<file path="src/hw/rtl/sketch_heavy_key_update_defines.svh">
// Assertion macros shared by the sketch update RTL.
`ifndef SKETCH_HEAVY_KEY_UPDATE_DEFINES_SVH
`define SKETCH_HEAVY_KEY_UPDATE_DEFINES_SVH

// Same-cycle implication, held off during reset.
`define SHKU_ASSERT_NOW(label, ante, cons, msg) \
  label: assert property (@(posedge clk) disable iff (rst) (ante) |-> (cons)) else $error(msg);

// Next-cycle implication, held off during reset.
`define SHKU_ASSERT_NEXT(label, ante, cons, msg) \
  label: assert property (@(posedge clk) disable iff (rst) (ante) |=> (cons)) else $error(msg);

`endif

</file>
<file path="src/hw/rtl/shku_pkg.sv">
// Shared constants, types and helpers of the sketch update block.
`timescale 1ns / 1ps
package shku_pkg;
  localparam int ROWS      = 4;
  localparam int COLUMNS   = 1024;
  localparam int KEY_BYTES = 8;
  localparam int ROW_W     = 2;   // row index bits
  localparam int RCNT_W    = 3;   // row count bits
  localparam int COL_W     = 10;  // column index bits
  localparam int SLOTS     = ROWS * COLUMNS;
  localparam int SLOT_W    = ROW_W + COL_W;
  localparam int WID_W     = 11;
  localparam int KEY_W     = 8 * KEY_BYTES;
  localparam int LEN_W     = 4;

  localparam logic [31:0] MAXV = 32'hffffffff;
  localparam logic [31:0] MM_M = 32'h5bd1e995;

  localparam logic CFG_ROWS  = 1'b0;
  localparam logic CFG_WIDTH = 1'b1;

  typedef struct packed {
    logic [LEN_W-1:0] len;
    logic [KEY_W-1:0] key;
    logic [31:0]      cnt;
  } slot_t;

  typedef struct packed {
    logic             start;
    logic [KEY_W-1:0] key;
    logic [LEN_W-1:0] len;
    logic [31:0]      seed;
  } hash_req_t;

  typedef struct packed {
    logic        done;
    logic [31:0] value;
  } hash_rsp_t;

  typedef struct packed {
    logic        start;
    logic [31:0] dividend;
    logic [31:0] divisor;
  } mod_req_t;

  typedef struct packed {
    logic        done;
    logic        busy;
    logic [31:0] rem;
  } mod_rsp_t;

  function automatic logic [31:0] sat_add(input logic [31:0] a, input logic [31:0] b);
    logic [32:0] s;
    s = {1'b0, a} + {1'b0, b};
    return s[32] ? MAXV : s[31:0];
  endfunction

  // Keep the low len bytes of the key, len already in 1..KEY_BYTES.
  function automatic logic [KEY_W-1:0] key_mask(input logic [KEY_W-1:0] k,
                                                input logic [LEN_W-1:0] len);
    logic [KEY_W-1:0] m;
    m = '0;
    for (int b = 0; b < KEY_BYTES; b++) begin
      if (LEN_W'(b) < len) m[8*b +: 8] = 8'hff;
    end
    return k & m;
  endfunction
endpackage

</file>
<file path="src/hw/rtl/shku_mod.sv">
// Restoring remainder unit, one dividend bit per cycle.
`timescale 1ns / 1ps
module shku_mod (
  input  logic               clk,
  input  logic               rst,
  input  shku_pkg::mod_req_t req,
  output shku_pkg::mod_rsp_t rsp
);
  logic        busy;
  logic        done;
  logic [4:0]  cnt;
  logic [31:0] q;
  logic [31:0] rem;
  logic [31:0] div;
  logic [32:0] t;
  logic [32:0] d;

  assign t = {rem, q[31]};
  assign d = t - {1'b0, div};

  always_ff @(posedge clk) begin
    if (rst) begin
      busy <= 1'b0;
      done <= 1'b0;
    end else begin
      done <= 1'b0;
      if (req.start) begin
        busy <= 1'b1;
        cnt  <= 5'd0;
        q    <= req.dividend;
        rem  <= '0;
        div  <= req.divisor;
      end else if (busy) begin
        rem <= d[32] ? t[31:0] : d[31:0];
        q   <= {q[30:0], 1'b0};
        cnt <= cnt + 5'd1;
        if (cnt == 5'd31) begin
          busy <= 1'b0;
          done <= 1'b1;
        end
      end
    end
  end

  assign rsp.done = done;
  assign rsp.busy = busy;
  assign rsp.rem  = rem;
endmodule
</file>
<file path="config.mk">
export PLATFORM = sky130hd
export DESIGN_NAME = shku_mod
export DESIGN_NICKNAME = d
export VERILOG_FILES = /design/src/hw/rtl/sketch_heavy_key_update_defines.svh /design/src/hw/rtl/shku_pkg.sv /design/src/hw/rtl/shku_mod.sv
export SDC_FILE = /design/constraint.sdc
export NUM_CORES = 1
export LEC_CHECK = 0
export BUFFER_PORTS_ARGS = -buffer_cell sky130_fd_sc_hd__clkbuf_2
export CORE_AREA = 2 2 85 149
export DETAILED_ROUTE_END_ITERATION = 16
export DIE_AREA = 0 0 87 151
export MAX_ROUTING_LAYER = met4
export PLACE_DENSITY_LB_ADDON = 0.3
export SETUP_SLACK_MARGIN = 0.05
export SYNTH_ARGS = -nofsm -noshare
export SYNTH_HDL_FRONTEND = slang
export SYNTH_SLANG_ARGS = --single-unit
</file>
<file path="constraint.sdc">
create_clock -name clk -period 4.11 [get_ports clk]
set_input_delay 0.411 -clock clk [delete_from_list [all_inputs] [get_ports clk]]
set_output_delay 0.411 -clock clk [all_outputs]
set_load 0.05 [all_outputs]
</file>
==> impl_metrics.tcl <==
set metrics [dict create \
    cts_tree "built" \
    synthMuxAreaShare 0.102 \
    final_cell_mix "edfxtp_1 (101), clkbuf_2 (100), nor2_1 (54)" \
    worstReg2RegEnd "rem[20]$_SDFFCE_PP0P_" \
    power.ir.vdd_worst_uv 284 \
    drive_gt1_frac 0.266 \
    p_sw_uw 1110 \
    start_util 0.505 \
    num_antenna_cells 0 \
    grt.total_usage 0.209 \
    ys_async_sr_fraction 0 \
    synth_top_family_by_area "compound AO/OA/AOI/OAI gates" \
    grt_pass1_vias 4410 \
    core-area_um2 11900 \
    slew_violations 0 \
    avgSynthCellArea_um2 11.6 \
    setup_viol 0 \
    clock_path_buffers 2 \
    io_pins 101 \
    totalWireLength_mm 12.6 \
    r2r-start "q[31]$_DFFE_PP_" \
    yosysWarnings 0 \
    grt_pass1_wl_mm 20.8 \
    final_common_cell "edfxtp_1" \
    wl_per_cell_um 16.7 \
    cts_resized 0 \
    hold_path_depth 1 \
    dp_slack_ns 0.738 \
    drt_iter0_drc 211 \
    dr.pass1.iters 4 \
    die_area_um2 13100 \
    crit_arrival_ns 3.45 \
    grt_setup_unrepaired "no" \
    fin_ws_ns 0.749 \
    syn_nets 619 \
    min_from "req[11]" \
    r2r_slack_ns 0.75 \
    antenna_found_initial 0 \
    gp_congestion 0.888 \
    synthSimpleGateAreaFrac 0.0989 \
    fin_crit_ns 3.36 \
    port-buffer-count 100 \
    combPwrFrac 0.314 \
    yosys.area_share.xor_xnor 0.0426 \
    tightest_slew_ns 1.00 \
    sw_frac_of_total 0.345 \
    status "completed" \
    numCtsBuffers 9 \
    vias_per_cell 5.52 \
    max-cap-violations 0 \
    detail-route-antenna-nets 0 \
    power.leakage_uw 0.00295 \
    p_int_uw 2100 \
    p_clk_frac 0.274 \
    synth_compound_area_frac 0.125 \
    worstPathRequired_ns 4.20 \
    setup_tns_ns 0 \
    fin_skew_ns 0.00987 \
    fin_nets 713 \
    ys_types 55 \
    pwr-share-seq 0.412 \
    stdcell_count 753 \
    slew_headroom 0.331 \
    ctsHoldBuffers 0 \
    post-cts-setup-buffers 0 \
    cts-root-buf "clkbuf_16" \
    synthAdderAreaFrac 0.0743 \
    insertion_delay_ns 0.36 \
    synth_cells 517 \
    die_h_um 151 \
    hold_end "div[11]$_DFFE_PP_" \
    cts.clk_slew.worst_paths_ns 0.08 \
    cp-end-kind "flip-flop" \
    hold_path_class "in -> reg" \
    synth-edff-count 101 \
    finalHoldViolCount 0 \
    clock-sinks 103 \
    grt-ovfl-total 0 \
    area_growth_pct 15.6 \
    drc 0 \
    path_max_fanout 21 \
    dieWidth_um 87 \
    post-place-cells 737 \
    worstRegToRegCells 13 \
    period_share 0.818 \
    critPathKind "reg -> reg" \
    power_density_nw_per_um2 463 \
    fp-row-count 53 \
    synth_area_um2 5990 \
    start_kind "flip-flop" \
    hpwl_mm 9.37 \
    fmax_mhz 298 \
    via_count 4160 \
    synthFlopType "edfxtp_1" \
    grt_max_degree 69 \
    seq_area_frac_synth 0.513 \
    postSynthRegisterBits 103 \
    htree_num_levels 3 \
]
-- Yosys cell counts (all sizes together) (2+ instances only) --
master	count	area (µm²)
edfxtp	101	3030
nor2	56	210
inv	40	150
ha	34	425
a21oi	32	164
mux2	31	349
mux2i	26	260
nand2	22	82.6
xnor2	19	166
o21ai	16	80.1
a21o	14	105
clkbuf	14	52.6
nand3	9	45.0
a31oi	8	80.1
buf	8	66.3
xor2	8	88.8
and2	7	43.8
a211oi	6	45.0
nand2b	6	37.5
nor2b	5	31.3
o21a	5	37.5
nor3	4	20.0
a21boi	3	22.5
a31o	3	35.0
nand4	3	18.8
nor3b	3	22.5
o211ai	3	22.5
o21bai	3	22.5
or3	3	18.8
a221o	2	20.0
and3	2	12.5
and4	2	17.5
dfxtp	2	40.0
o31ai	2	15.0
o41ai	2	17.5
-- state kept, by name (all words and copies together), names as in the netlist --
signal and flops:
rem 32, busy 1, q 32, cnt 5, div 32, done 1
-- layer usage --
| layer | up-vias | GRT usage | part of all wire |
|---|---|---|---|
| met2 | 87 | 0.366 | 0.55 |
| met4 | 0 | 0.0891 | 0.023 |
| li1 | 2075 | - | - |
| met1 | 1978 | 0.234 | 0.40 |
| met5 | - | - | 0 |
| met3 | 20 | 0.0322 | 0.029 |
-- metrics by stage --
stage	total power, µW	utilization	hold slack, ns	cell area [µm²]
2_1_floorplan	2140	-	0.457	6000
3_3_place_gp	2330	0.558	0.480	6620
3_5_place_dp	2360	0.558	0.487	6620
4_1_cts	3230	0.584	0.216	6930
5_1_grt	3370	0.584	0.215	6930
6_report	3210	0.584	0.225	6930
-- cell type report --
cell class                      count  area (µm²)
Sequential cell                   103        3070
Multi-Input combinational cell    352        2660
Fill cell                         983        4940
Inverter                           40         150
Clock buffer                        9         225
Timing Repair Buffer              105         563
Clock inverter                      7        86.3
Tap cell                          137         171
-- logic make-up (layout without fill, tap and decap cells) --
kind of cell | count (synthesis) | in the layout
AO/OA/AOI/OAI | 107 | 107
XOR/XNOR | 27 | 27
adder cells (fa/ha/maj) | 35 | 35
buffers and inverters | 62 | 161
flip-flops | 103 | 103
multiplexers | 57 | 57
AND/OR/NAND/NOR | 126 | 126
-- how the worst max path moves through the flow --
stage,slack (ns),to,depth (start not counted),startpoint
2_1_floorplan,0.83,rem[30]$_SDFFCE_PP0P_,12,rem[0]$_SDFFCE_PP0P_
3_3_place_gp,0.87,rem[26]$_SDFFCE_PP0P_,13,q[31]$_DFFE_PP_
6_report,0.75,rem[20]$_SDFFCE_PP0P_,13,q[31]$_DFFE_PP_
5_1_grt,0.53,rem[12]$_SDFFCE_PP0P_,13,q[31]$_DFFE_PP_
4_1_cts,0.72,rem[13]$_SDFFCE_PP0P_,13,q[31]$_DFFE_PP_
3_5_place_dp,0.74,rem[27]$_SDFFCE_PP0P_,13,q[31]$_DFFE_PP_
-- power by group through the flow --
| stage | combinational (µW) | clock (µW) | sequential (µW) |
|---|---|---|---|
| after floorplan | 676 | 0 | 1460 |
| after global placement | 984 | 0 | 1340 |
| after detailed placement | 1010 | 0 | 1350 |
| after CTS | 1010 | 895 | 1330 |
| after global routing | 1110 | 933 | 1330 |
| final | 1010 | 879 | 1320 |
-- worst max-delay path, cell delays in order, from the launching register on --
cell and delay [ns]:
edfxtp_1 0.34, inv_1 0.05, ha_1 0.22, fa_1 0.41, nand2b_1 0.18, a21o_1 0.21
a31oi_4 0.21, a311oi_2 0.18, a31oi_4 0.26, a31o_4 0.21, xor2_4 0.15, buf_4 0.34
mux2i_1 0.27, nor2_1 0.05
(Power assumes the default switching activity.)
