`src/hw/rtl/sketch_heavy_key_update_defines.svh`:
```
// Assertion macros shared by the sketch update RTL.
`ifndef SKETCH_HEAVY_KEY_UPDATE_DEFINES_SVH
`define SKETCH_HEAVY_KEY_UPDATE_DEFINES_SVH

// Same-cycle implication, held off during reset.
`define SHKU_ASSERT_NOW(label, ante, cons, msg) \
  label: assert property (@(posedge clk) disable iff (rst) (ante) |-> (cons)) else $error(msg);

// Next-cycle implication, held off during reset.
`define SHKU_ASSERT_NEXT(label, ante, cons, msg) \
  label: assert property (@(posedge clk) disable iff (rst) (ante) |=> (cons)) else $error(msg);

`endif

```
`src/hw/rtl/shku_pkg.sv`:
```
// Shared constants, types and helpers of the sketch update block.
`timescale 1ns / 1ps
package shku_pkg;
  localparam int ROWS      = 4;
  localparam int COLUMNS   = 1024;
  localparam int KEY_BYTES = 8;
  localparam int ROW_W     = 2;   // row index bits
  localparam int RCNT_W    = 3;   // row count bits
  localparam int COL_W     = 10;  // column index bits
  localparam int SLOTS     = ROWS * COLUMNS;
  localparam int SLOT_W    = ROW_W + COL_W;
  localparam int WID_W     = 11;
  localparam int KEY_W     = 8 * KEY_BYTES;
  localparam int LEN_W     = 4;

  localparam logic [31:0] MAXV = 32'hffffffff;
  localparam logic [31:0] MM_M = 32'h5bd1e995;

  localparam logic CFG_ROWS  = 1'b0;
  localparam logic CFG_WIDTH = 1'b1;

  typedef struct packed {
    logic [LEN_W-1:0] len;
    logic [KEY_W-1:0] key;
    logic [31:0]      cnt;
  } slot_t;

  typedef struct packed {
    logic             start;
    logic [KEY_W-1:0] key;
    logic [LEN_W-1:0] len;
    logic [31:0]      seed;
  } hash_req_t;

  typedef struct packed {
    logic        done;
    logic [31:0] value;
  } hash_rsp_t;

  typedef struct packed {
    logic        start;
    logic [31:0] dividend;
    logic [31:0] divisor;
  } mod_req_t;

  typedef struct packed {
    logic        done;
    logic        busy;
    logic [31:0] rem;
  } mod_rsp_t;

  function automatic logic [31:0] sat_add(input logic [31:0] a, input logic [31:0] b);
    logic [32:0] s;
    s = {1'b0, a} + {1'b0, b};
    return s[32] ? MAXV : s[31:0];
  endfunction

  // Keep the low len bytes of the key, len already in 1..KEY_BYTES.
  function automatic logic [KEY_W-1:0] key_mask(input logic [KEY_W-1:0] k,
                                                input logic [LEN_W-1:0] len);
    logic [KEY_W-1:0] m;
    m = '0;
    for (int b = 0; b < KEY_BYTES; b++) begin
      if (LEN_W'(b) < len) m[8*b +: 8] = 8'hff;
    end
    return k & m;
  endfunction
endpackage

```
`src/hw/rtl/shku_hash.sv`:
```
// MurmurHash2 sequencer over one shared 32x32 multiplier.
`timescale 1ns / 1ps
module shku_hash (
  input  logic                clk,
  input  logic                rst,
  input  shku_pkg::hash_req_t req,
  output shku_pkg::hash_rsp_t rsp
);
  typedef enum logic [6:0] {
    H_IDLE = 7'b0000001,
    H_W1   = 7'b0000010,
    H_W2   = 7'b0000100,
    H_W3   = 7'b0001000,
    H_TAIL = 7'b0010000,
    H_F1   = 7'b0100000,
    H_F2   = 7'b1000000
  } hstate_t;

  hstate_t     state;
  logic [31:0] h;
  logic [31:0] w;
  logic [1:0]  wi;       // words consumed
  logic        done;
  logic [31:0] word;
  logic [31:0] mul_a;
  logic [31:0] prod;
  logic [3:0]  rem_next; // bytes left after the current word

  assign word     = wi[0] ? req.key[63:32] : req.key[31:0];
  assign rem_next = req.len - {wi + 2'd1, 2'b00};

  always_comb begin
    unique case (state)
      H_W1:    mul_a = word;
      H_W2:    mul_a = w ^ (w >> 24);
      H_W3:    mul_a = h;
      H_TAIL:  mul_a = h ^ word;
      H_F1:    mul_a = h ^ (h >> 13);
      default: mul_a = h;
    endcase
  end

  assign prod = mul_a * shku_pkg::MM_M;

  always_ff @(posedge clk) begin
    if (rst) begin
      state <= H_IDLE;
      done  <= 1'b0;
    end else begin
      done <= 1'b0;
      unique case (state)
        H_IDLE: begin
          if (req.start) begin
            h  <= req.seed ^ {28'd0, req.len};
            wi <= 2'd0;
            priority if (req.len >= 4'd4) state <= H_W1;
            else state <= H_TAIL;
          end
        end
        H_W1: begin
          w     <= prod;
          state <= H_W2;
        end
        H_W2: begin
          w     <= prod;
          state <= H_W3;
        end
        H_W3: begin
          h  <= prod ^ w;
          wi <= wi + 2'd1;
          priority if (rem_next >= 4'd4) state <= H_W1;
          else if (rem_next != 4'd0) state <= H_TAIL;
          else state <= H_F1;
        end
        H_TAIL: begin
          h     <= prod;
          state <= H_F1;
        end
        H_F1: begin
          h     <= prod;
          state <= H_F2;
        end
        H_F2: begin
          h     <= h ^ (h >> 15);
          done  <= 1'b1;
          state <= H_IDLE;
        end
        default: state <= H_IDLE;
      endcase
    end
  end

  assign rsp.done  = done;
  assign rsp.value = h;
endmodule

```
`config.mk`:
```
export PLATFORM = sky130hd
export DESIGN_NAME = shku_hash
export DESIGN_NICKNAME = d
export VERILOG_FILES = /design/src/hw/rtl/sketch_heavy_key_update_defines.svh /design/src/hw/rtl/shku_pkg.sv /design/src/hw/rtl/shku_hash.sv
export SDC_FILE = /design/constraint.sdc
export NUM_CORES = 1
export LEC_CHECK = 0
export CAP_MARGIN = 10
export CORE_ASPECT_RATIO = 1.5
export CORE_MARGIN = 4
export CORE_UTILIZATION = 54
export CTS_BUF_LIST = sky130_fd_sc_hd__clkbuf_16
export CTS_CLUSTER_DIAMETER = 30
export CTS_CLUSTER_SIZE = 20
export DETAILED_ROUTE_END_ITERATION = 10
export DONT_BUFFER_PORTS = 1
export GPL_TIMING_DRIVEN = 0
export HOLD_SLACK_MARGIN = 0.15
export PLACE_DENSITY = 0.74
export SYNTH_ARGS = -nofsm -noshare
export SYNTH_HDL_FRONTEND = slang
export SYNTH_SLANG_ARGS = --single-unit
export TNS_END_PERCENT = 1
```
`constraint.sdc`:
```
create_clock -name clk -period 9.4 [get_ports clk]
set_input_delay 1.41 -clock clk [delete_from_list [all_inputs] [get_ports clk]]
set_output_delay 1.41 -clock clk [all_outputs]
set_load 0.005 [all_outputs]
```
==> results.json, run 1 <==
{
  "status": "finished, final reports clean",
  "dieArea_um2": 29240,
  "cts-buffers-inserted": 9,
  "portBuffers": 0,
  "max_freq_mhz": 108.4,
  "timing.final.crit_share_pct": 98.12,
  "hold_path_depth": 2,
  "ys_seq_area_share_pct": 14.96,
  "grt_pass1_vias": 12060,
  "cpMostUsedCell": "fa_1",
  "drive_gt1_share_pct": 8.284,
  "cts_buffer_depth": 2,
  "die_h_um": 207.4,
  "cp-start-kind": "register",
  "hold_viol_final": 0,
  "root_buffer": "clkbuf_16",
  "synth_cells": 1496,
  "crit_arrival_ns": 9.31,
  "ff2ff_setup_slack_ns": 0.18,
  "maxSlewHeadroom_pct": 15.52,
  "worstMarginPinSlew_ns": 1.257,
  "initial_utilization_pct": 55.19,
  "synth_area_um2": 14320,
  "avgViaCountPerCell": 6.089,
  "cts_hold_buffers": 0,
  "ant_nets": 0,
  "place_congestion": 1.062,
  "wire_per_inst_um": 24.50,
  "min_to": "wi[1]$_SDFFCE_PN0P_",
  "area_growth_pct": 8.231,
  "synth_edf_count": 66,
  "yosysUniqueCellTypes": 72,
  "fin_util_pct": 59.74,
  "core_area_um2": 25940,
  "async_reset_ff_share_pct": 0,
  "clock_sinks": 74,
  "critPathSlowestCell": "fa_1",
  "hp-start": "wi[1]$_SDFFCE_PN0P_",
  "clk_latency_ns": 0.35,
  "cp.required_ns": 9.49,
  "synthFlopType": "edfxtp_1",
  "wirelength_mm": 45.77,
  "fin_crit_ns": 9.224,
  "cap_violations": 0,
  "gr-total-overflow": 0,
  "timing.clock.skew_ns": 0.01540,
  "place_hpwl_mm": 37.60,
  "drc": 0,
  "synth_warnings": 0,
  "fillers": 2217,
  "first_pass_iters": 6,
  "grt.total_usage_pct": 31.50,
  "syn_nets": 1996,
  "grt_max_degree": 26,
  "seq_area_um2": 2142,
  "reg2reg_depth": 28,
  "hold_class": "reg -> reg",
  "r2r-start": "state[1]$_SDFFE_PP0P_",
  "antenna_found_initial": 2,
  "htreeDepth": 3,
  "maxSlewViolCount": 0,
  "crit_type": "reg -> reg",
  "drt-initial-drc-count": 897,
  "rows": 72,
  "syn_area_per_cell_um2": 9.572,
  "cts_tree": "yes",
  "clk_pin_slew_ns": 0.07,
  "ys_ff_latch": 74,
  "nNetsFinal": 2028,
  "die_w_um": 141.0,
  "rr_endpoint": "h[31]$_DFFE_PP_",
  "cp_slowest_stage_delay_ns": 0.56,
  "setup_viol": 0,
  "grt_first_pass_wirelength_mm": 69.41,
  "vias": 11380,
  "path_max_fanout": 10,
  "multiInputGateArea_um2": 10840,
  "io_pins": 136,
  "end_kind": "register"
}
[per-layer routing]
layer | vias up | share of wire, % | GRT usage, %
met3 | 219 | 7.9 | 6.153
met1 | 5519 | 33 | 32.70
met2 | 630 | 49 | 54.45
met4 | 0 | 10 | 25.38
met5 | - | 0 | 0
li1 | 5007 | - | -
[cell families after synthesis]
family	after synthesis	share of synthesized area (%)
buffers and inverters	417	11.09
adders and majority gates	397	44.12
AOI/OAI and AO/OA	264	12.66
and+or+nand+nor	190	6.475
xor gates and xnor gates	119	8.012
DFF	74	14.96
muxes	35	2.682
[sequential cells by signal (all words and copies together) (netlist names)]
register / count
h: 32
w: 32
state: 7
wi: 2
done: 1
[metrics by stage]
stage               hold WS [ns]  setup slack (ns)  setup TNS [ns]  instances  cell area [um^2]
finish                    0.6756            0.1764               0       1868             15500
global route              0.6894          -0.07365        -0.07365       1867             15500
CTS                       0.6740           0.05154               0       1855             15320
detailed placement        0.6547           -0.9196          -7.059       1835             14880
global placement          0.6209            -1.222          -12.21       1829             14740
floorplan                 0.5875            0.7554               0       1496             14320
[worst max-delay path, delay by kind of cell, from the launching register on]
| family | cells | cell delay [ns] |
|---|---|---|
| simple gates | 2 | 0.53 |
| fa+ha+maj | 8 | 3.74 |
| buf+inv | 5 | 0.96 |
| compound gates | 5 | 1.32 |
| flops | 1 | 0.36 |
| xor+xnor | 8 | 2.05 |
[Yosys cell counts (3+ instances only)]
master       n  area [um^2]
a31oi_1      7        43.79
clkbuf_1    28        105.1
nor3b_1      5        37.54
o21bai_1     6        45.04
o21ai_0     83        415.4
a21o_1      11        82.58
xnor2_1     68        595.6
a2111oi_0    4        35.03
a21oi_1     34        170.2
nand2_1     60        225.2
buf_2        9        45.04
o2111ai_1    7        61.31
nor3_1       7        35.03
a222oi_1    13        130.1
xor2_1      43        376.6
edfxtp_1    66         1982
a221oi_1     6        52.55
nand2b_1     7        43.79
a22oi_1     19        142.6
ha_1       217         2715
nor4b_1      3        26.28
and2_1      13        81.33
o211ai_1     6        45.04
o21a_1       9        67.56
mux2i_1      8        80.08
inv_1      376         1411
or3_1        4        25.02
nand4_1      3        18.77
a211oi_1     3        22.52
o22ai_1      6        37.54
a221o_1     16        160.2
nand3b_1     3        22.52
fa_1       180         3603
nor2_1      61        229.0
o221ai_1     8        70.07
xnor3_1      6        135.1
nand3_1      8        40.04
mux2_2      27        304.0
a211o_1      6        52.55
nor2b_1      4        25.02
dfxtp_1      8        160.2
[timing repair]
action,CTS,global route
pin swaps,3,5
endpoints found under the hold margin,0,0
buffers inserted,6,11
setup endpoints to repair,21,9
cloned,0,0
gates resized for setup,28,23
[cell usage in the layout, fill, tap and decap left out, types with 8 or more instances in the layout]
master / instances
nand2_1: 55
dfxtp_1: 8
mux2i_1: 8
a222oi_1: 13
and2_1: 13
edfxtp_1: 66
clkbuf_1: 20
nor2_1: 58
mux2_2: 27
a21o_1: 11
a21oi_1: 31
fa_1: 180
inv_1: 376
buf_4: 21
clkbuf_16: 10
a22oi_1: 19
ha_1: 217
o21a_1: 9
buf_2: 11
o21ai_0: 83
xnor2_1: 68
xor2_1: 43
a221o_1: 15
[cell type report]
| type | count | area share [%] |
|---|---|---|
| Antenna cell | 2 | 0.03229 |
| Multi-Input combinational cell | 1005 | 69.92 |
| Clock buffer | 10 | 1.615 |
| Clock inverter | 6 | 0.2260 |
| Sequential cell | 74 | 13.82 |
| Timing Repair Buffer | 23 | 1.340 |
| Buffer | 39 | 1.203 |
| Tap cell | 333 | 2.688 |
| Inverter | 376 | 9.155 |
[worst max-delay path by stage]
| stage | startpoint | endpoint | slack [ns] | cells after the start |
|---|---|---|---|---|
| detailed placement | state[6]$_SDFFE_PP0P_ | h[31]$_DFFE_PP_ | -0.92 | 27 |
| floorplan | req[73] | h[31]$_DFFE_PP_ | 0.76 | 23 |
| finish | state[1]$_SDFFE_PP0P_ | h[31]$_DFFE_PP_ | 0.18 | 28 |
| global placement | req[86] | h[29]$_DFFE_PP_ | -1.22 | 25 |
| CTS | state[5]$_SDFFE_PP0P_ | h[29]$_DFFE_PP_ | 0.05 | 31 |
| global route | wi[0]$_SDFFCE_PN0P_ | h[29]$_DFFE_PP_ | -0.07 | 34 |
Power of run 1 is left out: the tool's default activity adds up to more than one toggle a clock period on the data nets, which glitch-free logic cannot reach.
==> run 2: changes to the inputs <==
CAP_MARGIN = default   (was 10)
PLACE_DENSITY = 0.69   (was 0.74)
==> run 2 against run 1 <==
The flow now finishes with violations (max-capacitance violations, max-slew violations). Utilization is essentially flat. Critical path depth is the same. Sequential share of layout area is essentially flat. Hold slack lost 0.039 ns. Via count shrank 1.3%. Design area is essentially flat. Fmax grew 0.20%. Routed wire length shrank 1.7%.
==> results.json, run 2 (synthesis results as in run 1) <==
{
  "cts_tree": "yes",
  "grt_pass1_vias": 11940,
  "status": "finished, violations left",
  "antenna_found_initial": 2,
  "die_w_um": 141.0,
  "final_cell_mix": "375 x inv_1, 217 x ha_1, 180 x fa_1, 83 x o21ai_0, 68 x xnor2_1",
  "hold_class": "reg -> reg",
  "layout_commonest_cell": "inv_1",
  "nNetsFinal": 2031,
  "fin_crit_ns": 9.205,
  "top_regs": "h (32), w (32), state (7)",
  "max_freq_mhz": 108.6,
  "critPathSlowestCell": "fa_1",
  "hold_viol_final": 0,
  "grt_max_degree": 18,
  "vias": 11230,
  "drive_gt1_share_pct": 8.469,
  "place_congestion": 1.049,
  "drc": 0,
  "timing.final.crit_share_pct": 97.93,
  "die_h_um": 207.4,
  "avgViaCountPerCell": 6.001,
  "setup_viol": 0,
  "cts_buffer_depth": 2,
  "end_kind": "register",
  "clock_sinks": 74,
  "portBuffers": 0,
  "cp.required_ns": 9.49,
  "place_hpwl_mm": 37.63,
  "initial_utilization_pct": 55.19,
  "cpMostUsedCell": "fa_1",
  "timing.clock.skew_ns": 0.01229,
  "drt-initial-drc-count": 934,
  "first_pass_iters": 6,
  "clk_latency_ns": 0.34,
  "clk_pin_slew_ns": 0.07,
  "rows": 72,
  "area_growth_pct": 8.240,
  "cp-start-kind": "register",
  "path_max_fanout": 10,
  "cts_hold_buffers": 0,
  "reg2reg_depth": 28,
  "grt_first_pass_wirelength_mm": 68.32,
  "worst_hold_slack_ns": 0.6371,
  "maxSlewViolCount": 11,
  "cap_violations": 1,
  "dieArea_um2": 29240,
  "core_area_um2": 25940,
  "io_pins": 136,
  "crit_arrival_ns": 9.29,
  "cp_slowest_stage_delay_ns": 0.58,
  "root_buffer": "clkbuf_16",
  "crit_type": "reg -> reg",
  "grt.total_usage_pct": 30.88,
  "wirelength_mm": 45.01,
  "hold_path_depth": 2,
  "gr-total-overflow": 0,
  "cts-buffers-inserted": 9,
  "rsz0062_at_grt": "true",
  "wire_per_inst_um": 24.06,
  "worstMarginPinSlew_ns": 1.565,
  "maxSlewHeadroom_pct": -4.318,
  "violations": "max-capacitance violations, max-slew violations",
  "ant_nets": 0,
  "setup_tns_ns": 0,
  "htreeDepth": 3
}
## run 2: changes by cell type in the layout (fill, tap and decap cells not counted), moves of 2 or more
cell / before / now
clkbuf_2: 3 / 11
clkbuf_4: 3 / 0
clkbuf_1: 20 / 17
clkinv_2: 0 / 2
## run 2: path summary, 6_finish.rpt
check                        end  slack, ns                   from
max              h[31]$_DFFE_PP_       0.19  state[6]$_SDFFE_PP0P_
min          wi[1]$_SDFFCE_PN0P_       0.64    wi[1]$_SDFFCE_PN0P_
min reg2reg  wi[1]$_SDFFCE_PN0P_       0.64    wi[1]$_SDFFCE_PN0P_
max reg2reg      h[31]$_DFFE_PP_       0.19  state[6]$_SDFFE_PP0P_
## run 2: critical path, delay by kind of cell (launching register included)
family,cells,cell delay (ns)
buffers and inverters,5,0.81
AND/OR/NAND/NOR,4,1.36
adder cells (fa/ha/maj),8,3.71
flip-flops,1,0.32
XOR/XNOR,8,2.08
AO/OA/AOI/OAI,3,0.61
## run 2: cell type report
cell class,count,area [um^2]
flip-flops and latches,74,2142
repair buffers,25,226.5
well taps,333,416.7
fillers,2233,10450
clock buffers,9,225.2
multi-input cells,1005,10820
diodes,3,7.507
plain buffers,40,187.7
inverters,376,1419
clock inverters,6,60.06
## run 2: repair_timing
item	CTS	global route
buffers inserted	12	7
gates resized for setup	23	29
pin swaps	4	4
gates cloned	0	0
endpoints found under the hold margin	0	0
endpoints found under the setup margin	18	10
## run 2: layer usage
layer | GRT usage, % | part of all wire [%] | routed length [um] | up-vias
met1 | 33.04 | 34 | 15310 | 5499
li1 | - | - | - | 5018
met2 | 55.21 | 51 | 22770 | 535
met3 | 4.287 | 6.8 | 3073 | 175
met4 | 21.53 | 8.6 | 3857 | 0
met5 | 0 | 0 | 0 | -
## run 2: through the flow
step           cell area [um^2]  worst slack, ns  utilization [%]  instances
3_5_place_dp              14880          -0.8914            57.35       1835
4_1_cts                   15370          0.01263            59.23       1861
5_1_grt                   15500         -0.01037            59.73       1870
2_1_floorplan             14320           0.7554                -       1496
6_report                  15500           0.1947            59.74       1871
3_3_place_gp              14740           -1.157            56.80       1829
Power of run 2 is left out for the same reason.
