$ cat src/hw/rtl/sketch_heavy_key_update_defines.svh
// Assertion macros shared by the sketch update RTL.
`ifndef SKETCH_HEAVY_KEY_UPDATE_DEFINES_SVH
`define SKETCH_HEAVY_KEY_UPDATE_DEFINES_SVH

// Same-cycle implication, held off during reset.
`define SHKU_ASSERT_NOW(label, ante, cons, msg) \
  label: assert property (@(posedge clk) disable iff (rst) (ante) |-> (cons)) else $error(msg);

// Next-cycle implication, held off during reset.
`define SHKU_ASSERT_NEXT(label, ante, cons, msg) \
  label: assert property (@(posedge clk) disable iff (rst) (ante) |=> (cons)) else $error(msg);

`endif

$ cat src/hw/rtl/shku_ram.sv
// Generic single-clock RAM, one write and one registered read port.
`timescale 1ns / 1ps
module shku_ram #(
  parameter int WIDTH = 8,
  parameter int DEPTH = 16
) (
  input  logic                     clk,
  input  logic                     we,
  input  logic [$clog2(DEPTH)-1:0] waddr,
  input  logic [WIDTH-1:0]         wdata,
  input  logic [$clog2(DEPTH)-1:0] raddr,
  output logic [WIDTH-1:0]         rdata
);
  logic [WIDTH-1:0] mem [DEPTH];

  always_ff @(posedge clk) begin
    if (we) mem[waddr] <= wdata;
    rdata <= mem[raddr];
  end
endmodule

$ cat config.mk
export PLATFORM = sky130hd
export DESIGN_NAME = shku_ram
export DESIGN_NICKNAME = d
export VERILOG_FILES = /design/src/hw/rtl/sketch_heavy_key_update_defines.svh /design/src/hw/rtl/shku_ram.sv
export SDC_FILE = /design/constraint.sdc
export NUM_CORES = 1
export LEC_CHECK = 0
export ABC_AREA = 0
export BUFFER_PORTS_ARGS = -buffer_cell sky130_fd_sc_hd__buf_2
export CAP_MARGIN = 0
export CORE_MARGIN = 4
export CORE_UTILIZATION = 45
export CTS_CLUSTER_SIZE = 12
export DETAILED_ROUTE_END_ITERATION = 16
export PLACE_DENSITY_LB_ADDON = 0.3
export SLEW_MARGIN = 20
export SYNTH_ARGS = -nofsm -noshare
export SYNTH_HDL_FRONTEND = slang
export SYNTH_SLANG_ARGS = --single-unit
$ cat constraint.sdc
create_clock -name clk -period 1.7 [get_ports clk]
set_input_delay 0 -clock clk [delete_from_list [all_inputs] [get_ports clk]]
set_output_delay 0 -clock clk [all_outputs]
set_load 0.005 [all_outputs]
==> flow_summary.json, run 1 <==
{
  "drt-initial-drc-count": 162,
  "setup_viol": 0,
  "n_fill_cell": 832,
  "clock-sinks": 136,
  "end_kind": "flop",
  "cp.arrival_ns": 1.66,
  "drt_pass1_iterations": 4,
  "grt_overflow": 0,
  "avgSynthCellArea_um2": 22.48,
  "grt_pass1_vias": 2613,
  "cts_tree": "built",
  "fp-row-count": 38,
  "min-delay-start": "wdata[4]",
  "vdd_drop_max_uv": 815.0,
  "maxSlewHeadroom_pct": 72.90,
  "r2r_setup_slack_ns": 0.33,
  "syn_nets": 247,
  "required_ns": 1.99,
  "io_buffers": 25,
  "clk_pin_slew_ns": 0.06,
  "grt_use_total_pct": 15.59,
  "worstHoldEndpoint": "mem[7][4]",
  "postRouteWirelength_mm": 9.432,
  "start_kind": "flop",
  "rsz0062_at_grt": "false",
  "status": "complete, no violations",
  "tightest_slew_ns": 0.4065,
  "worstReg2RegStart": "mem[1][3]",
  "clock_latency_ns": 0.40,
  "stdcell_area_um2": 6218,
  "leakage_nw": 2.135,
  "fin_skew_ns": 0.008282,
  "vias": 2430,
  "dp.final_hpwl_mm": 6.258,
  "dp_slack_ns": 0.2353,
  "start_util_pct": 46.67,
  "multiInputGateArea_um2": 1057,
  "finalHoldViolations": 0,
  "viasPerCell": 5.461,
  "fin_tns_setup_ns": 0,
  "routedWlPerCell_um": 21.20,
  "htree_levels": 4,
  "grt_pass1_wl_mm": 14.71,
  "antenna_found_initial": 0,
  "cts_buffers": 17,
  "synth.distinct_cells": 19,
  "hold_path_depth": 1,
  "ant_nets": 0,
  "r2r_cells": 3,
  "whs_ns": 0.007907,
  "grt_start_max_net_pins": 18,
  "place_congestion": 0.7561,
  "crit_fanout": 1,
  "syn_inst": 229,
  "ys_warn_count": 0,
  "synth-seq-area-share_pct": 77.78,
  "grt_use_met1_pct": 19.22,
  "post-route-min-period_ns": 1.373,
  "die_h_um": 115.0,
  "ys_ff_latch": 136,
  "cts_root_buffer": "clkbuf_16",
  "drv_cap": 0,
  "register_area_um2": 4004,
  "fin_nets": 310,
  "crit_type": "flop to flop",
  "reg2reg_to": "rdata[3]",
  "drcViolationCount": 0,
  "hold_path.class": "input port to flop",
  "cts_setup_buffers": 0,
  "power_density_nw_per_um2": 1245,
  "setup_ws_ns": 0.3272,
  "io_pins": 26,
  "synth_area_um2": 5147,
  "fmax_mhz": 728.4,
  "busiest_layer": "met2",
  "cp-startpoint": "mem[1][3]",
  "n_antenna_cell": 0,
  "met3_usage_pct": 4.105,
  "cts_buffer_depth": 2,
  "core_area_um2": 11030,
  "met2_usage_pct": 27.12,
  "dieWidth_um": 115.0,
  "place_area_um2": 5552,
  "die_area_um2": 13210,
  "area_delta_synth_final_pct": 20.81,
  "slew_violations": 0,
  "fin_crit_sh_pct": 80.75,
  "drive_gt1_share_pct": 31.48
}
## how the worst max path moves through the flow
stage | end | slack, ns | cells past startpoint
2_1_floorplan | mem[0][0] | 0.21 | 2
3_3_place_gp | rdata[1] | 0.30 | 5
3_5_place_dp | rdata[4] | 0.24 | 5
4_1_cts | rdata[3] | 0.29 | 3
5_1_grt | rdata[3] | 0.20 | 3
6_report | rdata[3] | 0.33 | 3
## metrics by stage
| stage | util, % | total power, W | std cells |
|---|---|---|---|
| CTS | 56.37 | 0.007815 | 445 |
| detailed placement | 50.33 | 0.004191 | 406 |
| global placement | 50.33 | 0.004175 | 406 |
| finish | 56.37 | 0.007744 | 445 |
| global route | 56.37 | 0.008003 | 445 |
| floorplan | - | 0.004026 | 229 |
## repair_timing
item / in CTS / in global routing
hold buffers: 7 / 0
resized for setup: 0 / 0
setup endpoints to repair: 0 / 0
hold endpoints to repair: 101 / 0
## layer usage
metal	part of all wire [%]	wire length, µm
met5	0	0
met1	41	3913
met2	54	5081
met4	0.81	76
met3	3.8	362
## report_power, final
part	internal, W	total (W)	switching (W)
sequential	0.00375	0.00377	0.0000209
combinational	0.000165	0.000358	0.000193
clock	0.00234	0.00361	0.00127
total	0.00626	0.00774	0.00149
## placed cells by master, fill, tap and decap left out
master and count:
nand2b_1 2, and2_1 1, a22oi_1 16, nand3_1 1, and2b_1 1, dlygate4sd3_1 7
nand2_1 9, bufinv_16 3, buf_12 2, nor2_1 13, or3b_2 1, buf_4 20
nor3_1 4, mux4_2 18, nand3b_1 2, buf_2 25, clkbuf_8 1, clkbuf_1 2
inv_6 2, mux4_1 14, clkbuf_16 17, nor2b_1 1, edfxtp_1 128, clkinvlp_4 3
dfxtp_1 8, clkinv_2 4
## cell type report
| cell class | instances | area share, % |
|---|---|---|
| Timing Repair Buffer | 54 | 6.197 |
| Clock inverter | 12 | 2.414 |
| Multi-Input combinational cell | 83 | 17.00 |
| Clock buffer | 20 | 7.183 |
| Tap cell | 140 | 2.817 |
| Sequential cell | 136 | 64.39 |
## sequential cells by signal (all words and copies together) (netlist names)
signal  flops
mem       128
rdata       8
## worst max-delay path, cell delays in order, from the launching register on
cell      delay (ns)
edfxtp_1        0.37
mux4_1          0.52
a22oi_1         0.28
nand2_1         0.08
## Yosys cell counts (all sizes together)
| master | n | area, µm² |
|---|---|---|
| mux4 | 32 | 773.2 |
| nand3b | 2 | 15.01 |
| clkdlybuf4s25 | 3 | 30.03 |
| nor2 | 13 | 48.80 |
| dfxtp | 8 | 160.2 |
| and2 | 1 | 6.260 |
| buf | 7 | 56.30 |
| nor2b | 1 | 6.260 |
| nor3 | 4 | 20.02 |
| nand3 | 1 | 5.000 |
| edfxtp | 128 | 3844 |
| or3b | 1 | 8.760 |
| a22oi | 16 | 120.1 |
| nand2 | 9 | 33.78 |
| nand2b | 2 | 12.51 |
| and2b | 1 | 7.510 |
## logic make-up after synthesis
group	share of synthesized area (%)
AOI/OAI and AO/OA	2.334
buffers and inverters	1.677
DFF	77.78
muxes	15.02
and+or+nand+nor	3.184
Note: power is estimated with default switching activity, not from simulation.
==> inputs of run 2 (changes only) <==
==> constraint.sdc (replaced) <==
create_clock -name clk -period 1.3 [get_ports clk]
set_input_delay 0 -clock clk [delete_from_list [all_inputs] [get_ports clk]]
set_output_delay 0 -clock clk [all_outputs]
set_load 0.005 [all_outputs]
==> run 2 against run 1 <==
Compared with the run above: worst hold slack improved by 0.16 ns; global-route usage increased by 0.32 points; sequential share of layout area fell by 0.97 points; worst setup slack got worse by 0.32 ns; sequential power up 31%; design area is 1.5% higher; non-clock buffer count rose by 8; core utilization grew 0.86 points; final cell count is 1.8% higher; fmax grew 6.0%; critical path type unchanged; critical endpoint is now rdata[4].
==> flow_summary.json, run 2 (synthesis results as in run 1) <==
{
  "p_seq_share_pct": 49.3,
  "vias": 2448,
  "p_comb_share_pct": 5.2,
  "slew_violations": 0,
  "final_common_cell": "edfxtp_1",
  "drive_gt1_share_pct": 37.06,
  "postRouteWirelength_mm": 9.816,
  "required_ns": 1.58,
  "min-delay-start": "waddr[0]",
  "place_congestion": 0.7320,
  "core_area_um2": 11030,
  "crit_fanout": 1,
  "routedWlPerCell_um": 21.67,
  "p_int_w": 0.008018,
  "tightest_slew_ns": 0.8154,
  "fin_nets": 318,
  "fin_crit_sh_pct": 99.65,
  "finalHoldViolations": 0,
  "die_area_um2": 13210,
  "final_util_pct": 57.24,
  "fp-row-count": 38,
  "io_pins": 26,
  "start_util_pct": 46.67,
  "post-route-min-period_ns": 1.295,
  "cp-startpoint": "mem[2][4]",
  "grt_start_max_net_pins": 32,
  "cts_tree": "built",
  "vdd_drop_max_uv": 833.3,
  "cts_buffers": 17,
  "ant_nets": 0,
  "fin_skew_ns": 0.01253,
  "cp_slowest_cell": "mux4_2",
  "worstReg2RegStart": "mem[2][4]",
  "power_density_nw_per_um2": 1583,
  "dieWidth_um": 115.0,
  "layout_common_cells": "edfxtp_1 (128), buf_2 (25), buf_4 (25)",
  "area_delta_synth_final_pct": 22.65,
  "drt_pass1_iterations": 4,
  "cpPeakStageDelay_ns": 0.49,
  "fin_tns_setup_ns": 0,
  "clk_pin_slew_ns": 0.06,
  "htree_levels": 4,
  "fmax_mhz": 772.0,
  "largest_reg_flops": 128,
  "status": "complete, no violations",
  "grt_overflow": 0,
  "grt_pass1_wl_mm": 14.90,
  "leakage_nw": 2.154,
  "cp.arrival_ns": 1.58,
  "viasPerCell": 5.404,
  "crit_chain": "mux4_2 > a22oi_2 > nand2_1",
  "drt-initial-drc-count": 194,
  "setup_viol": 0,
  "hold_path.class": "input port to flop",
  "clock_latency_ns": 0.40,
  "rsz0062_at_grt": "true",
  "maxSlewHeadroom_pct": 45.53,
  "dp_slack_ns": -0.1908,
  "setup_ws_ns": 0.004595,
  "die_h_um": 115.0,
  "cts_root_buffer": "clkbuf_16",
  "power.switching_w": 0.001979,
  "grt_use_total_pct": 15.91,
  "pwr-share-clk_pct": 45.5,
  "drv_cap": 0,
  "clock-sinks": 136,
  "p_sw_share_pct": 19.80,
  "n_antenna_cell": 0,
  "drcViolationCount": 0,
  "end_kind": "flop",
  "dp.final_hpwl_mm": 6.192,
  "io_buffers": 25,
  "cts_buffer_depth": 2,
  "largest_registers": "mem x128, rdata x8",
  "grt_pass1_vias": 2514,
  "crit_type": "flop to flop",
  "start_kind": "flop",
  "whs_ns": 0.1651,
  "antenna_found_initial": 0,
  "regMostFlops": "mem"
}
[run 2: cell count changes in the layout (fill, tap and decap cells not counted), moves of 2 or more]
| cell | previous run | this run |
|---|---|---|
| mux4_1 | 14 | 10 |
| buf_12 | 2 | 4 |
| a22oi_1 | 16 | 8 |
| a22oi_2 | 0 | 8 |
| buf_4 | 20 | 25 |
| mux4_2 | 18 | 22 |
[run 2: worst paths after layout]
kind	end	slack, ns	depth (start not counted)
worst max register to register	rdata[4]	0.005	3
worst min-delay path	mem[0][0]	0.17	3
worst max-delay path	rdata[4]	0.005	3
worst min register to register	rdata[3]	0.67	3
[run 2: metal layers]
layer  global-route usage (%)  routed length (µm)
met5                        0                   0
met4                    6.103                  29
met3                    3.105                 613
met2                    25.73                5147
met1                    21.57                4024
[run 2: area by class of cell]
cell class | instances | area [µm²]
fillers | 831 | 4717
flip-flops and latches | 136 | 4004
multi-input cells | 83 | 1087
repair buffers | 62 | 473.0
clock buffers | 20 | 446.7
well taps | 140 | 175.2
clock inverters | 12 | 127.6
[run 2: power groups by stage]
stage / combinational [W] / sequential [W] / clock, W
final: 0.000518 / 0.00493 / 0.00455
after global routing: 0.000561 / 0.00494 / 0.00485
after CTS: 0.000524 / 0.00493 / 0.00464
after detailed placement: 0.000488 / 0.00502 / 0
after global placement: 0.000475 / 0.00502 / 0
after floorplan: 0.000249 / 0.00502 / 0
[run 2: worst max-delay path, delay by kind of cell (launching register included)]
family	cells	cell delay, ns
multiplexers	1	0.49
AND/OR/NAND/NOR	1	0.10
AO/OA/AOI/OAI	1	0.23
flip-flops	1	0.36
[run 2: timing repair]
item,CTS,global route
endpoints found under the hold margin,128,0
hold buffers,8,0
gates cloned,0,0
gates resized for setup,9,3
pin swaps,4,5
setup buffers,0,0
setup endpoints to repair,6,7
[run 2: per-stage QoR]
step,instances,power (W),cell area [µm²]
finish,453,0.009997,6314
CTS,453,0.01010,6316
global placement,413,0.005493,5634
detailed placement,413,0.005512,5634
global route,453,0.01035,6314
floorplan,229,0.005266,5152
==> inputs of run 3 (changes only) <==
--- a/config.mk
+++ b/config.mk
@@ -8,6 +8,7 @@
 export ABC_AREA = 0
 export BUFFER_PORTS_ARGS = -buffer_cell sky130_fd_sc_hd__buf_2
 export CAP_MARGIN = 0
+export CORE_ASPECT_RATIO = 0.6
 export CORE_MARGIN = 4
 export CORE_UTILIZATION = 45
 export CTS_CLUSTER_SIZE = 12
@@ -17,3 +18,4 @@
 export SYNTH_ARGS = -nofsm -noshare
 export SYNTH_HDL_FRONTEND = slang
 export SYNTH_SLANG_ARGS = --single-unit
+export TNS_END_PERCENT = 10
==> constraint.sdc (replaced) <==
create_clock -name clk -period 1.3 [get_ports clk]
set_input_delay 0.195 -clock clk [delete_from_list [all_inputs] [get_ports clk]]
set_output_delay 0.195 -clock clk [all_outputs]
set_load 0.005 [all_outputs]
==> run 3 against run 2 <==
Compared with the run above: the run now ends with setup timing left; core utilization is 0.93 points higher; fmax is 3.0% lower; worst setup slack worse by 0.041 ns; combinational power is 3% higher; design area hardly changed; clock power is 2% higher; critical path type unchanged; critical endpoint is now rdata[5]; largest power group unchanged.
==> flow_summary.json, run 3 (synthesis results as in run 1) <==
{
  "fin_crit_sh_pct": 102.8,
  "clk_pin_slew_ns": 0.06,
  "core_area_um2": 10850,
  "ant_nets": 0,
  "status": "complete, but fails checks",
  "crit_fanout": 1,
  "dp.final_hpwl_mm": 7.236,
  "busiest_layer": "met1",
  "regMostFlops": "mem",
  "worstReg2RegStart": "mem[9][5]",
  "reg2reg_to": "rdata[5]",
  "r2r_setup_slack_ns": -0.04,
  "end_kind": "flop",
  "fin_skew_ns": 0.007118,
  "drv_cap": 0,
  "die_area_um2": 13270,
  "met2_usage_pct": 23.89,
  "start_util_pct": 47.45,
  "leakage_nw": 2.162,
  "place_area_um2": 5717,
  "dieWidth_um": 146.1,
  "io_buffers": 25,
  "setup_viol": 1,
  "required_ns": 1.59,
  "cts_root_buffer": "clkbuf_16",
  "clock-sinks": 136,
  "n_fill_cell": 781,
  "grt_use_met1_pct": 27.15,
  "vias": 2564,
  "grt_overflow": 0,
  "clock_latency_ns": 0.41,
  "final_common_cell": "edfxtp_1",
  "die_h_um": 90.85,
  "power_density_nw_per_um2": 1605,
  "largest_reg_flops": 128,
  "place_congestion": 0.7738,
  "tightest_slew_ns": 1.009,
  "maxSlewHeadroom_pct": 32.58,
  "met3_usage_pct": 6.269,
  "critPathCapture": "rdata[5]",
  "grt_pass1_vias": 2603,
  "fmax_mhz": 748.5,
  "postRouteWirelength_mm": 10.93,
  "drt_pass1_iterations": 4,
  "hold_path.class": "input port to flop",
  "largest_registers": "mem x128, rdata x8",
  "post-route-min-period_ns": 1.336,
  "grt_use_total_pct": 17.89,
  "slew_violations": 0,
  "viasPerCell": 5.660,
  "antenna_found_initial": 0,
  "ctsHoldBuffers": 0,
  "drive_gt1_share_pct": 43.95,
  "failed_checks": "setup timing",
  "cts_buffers": 17,
  "start_kind": "flop",
  "drt-initial-drc-count": 263,
  "finalHoldViolations": 0,
  "io_pins": 26,
  "total_power_w": 0.01013,
  "n_antenna_cell": 0,
  "cp-startpoint": "mem[9][5]",
  "fp-row-count": 29,
  "routedWlPerCell_um": 24.14,
  "grt_start_max_net_pins": 18,
  "r2r_cells": 3,
  "cts_tree": "built",
  "fin_nets": 319,
  "cp.arrival_ns": 1.62,
  "drcViolationCount": 0,
  "grt_pass1_wl_mm": 16.71,
  "layout_common_cells": "edfxtp_1 (128), buf_4 (35), mux4_2 (26)",
  "stdcell_area_um2": 6311,
  "cts_buffer_depth": 2,
  "vdd_drop_max_uv": 1046,
  "crit_type": "flop to flop",
  "htree_levels": 4,
  "min-delay-start": "wdata[0]",
  "area_delta_synth_final_pct": 22.61,
  "rsz0062_at_grt": "true",
  "setup_ws_ns": -0.03601
}
==> run 3: changes by cell type in the layout (fill, tap and decap cells not counted), moves of 3 or more <==
| cell | previous run | this run |
|---|---|---|
| mux4_1 | 10 | 6 |
| nor2_2 | 0 | 3 |
| nor2_1 | 13 | 10 |
| buf_4 | 25 | 35 |
| mux4_2 | 22 | 26 |
| dlygate4sd3_1 | 8 | 0 |
| a22oi_1 | 8 | 5 |
| a22oi_2 | 8 | 11 |
==> run 3: critical path, cell delays in order (launching register included) <==
cell      delay [ns]
edfxtp_1        0.36
mux4_1          0.54
a22oi_2         0.21
nand2_1         0.11
==> run 3: layout make-up <==
cell class / count / area (µm²) / area share [%]
clock buffer: 17 / 425.4 / 6.741
clock inverter: 15 / 151.4 / 2.399
multi-input combinational: 83 / 1109 / 17.57
sequential: 136 / 4004 / 63.44
tap: 139 / 173.9 / 2.756
timing repair buffer: 63 / 447.9 / 7.098
==> run 3: per-stage QoR <==
| step | worst slack (ns) | hold slack (ns) | cells | setup TNS (ns) | util (%) |
|---|---|---|---|---|---|
| 4_1_cts | -0.01650 | 0.1566 | 453 | -0.01650 | 58.12 |
| 3_3_place_gp | -0.3254 | 0.5733 | 422 | -4.975 | 52.69 |
| 3_5_place_dp | -0.3197 | 0.5780 | 422 | -5.338 | 52.69 |
| 2_1_floorplan | -0.08658 | 0.2939 | 229 | -0.9985 | - |
| 5_1_grt | -0.09895 | 0.1720 | 453 | -0.1363 | 58.17 |
| 6_report | -0.03601 | 0.1676 | 453 | -0.03601 | 58.17 |
==> run 3: repair_timing <==
item,4_1_cts,5_1_grt
endpoints found under the setup margin,7,7
pin swaps,2,4
setup buffers,0,0
hold endpoints to repair,0,0
gates resized for setup,11,8
==> run 3: report_power, final <==
group / total (W) / switching (W) / internal, W
combinational: 0.000533 / 0.000290 / 0.000242
sequential: 0.00494 / 0.0000363 / 0.00490
clock: 0.00466 / 0.00184 / 0.00282
total: 0.0101 / 0.00216 / 0.00797
==> run 3: metal layers <==
layer	share of wire [%]	routed length [µm]
met4	0.68	74
met3	9.5	1043
met5	0	0
met2	43	4682
met1	47	5134
==> run 3: worst min path at each step <==
stage	to	slack [ns]	cells after the start
2_1_floorplan	mem[0][0]	0.29	0
3_3_place_gp	rdata[5]	0.57	1
3_5_place_dp	rdata[5]	0.58	1
4_1_cts	mem[4][5]	0.16	1
5_1_grt	mem[4][5]	0.17	1
6_report	mem[5][0]	0.17	1
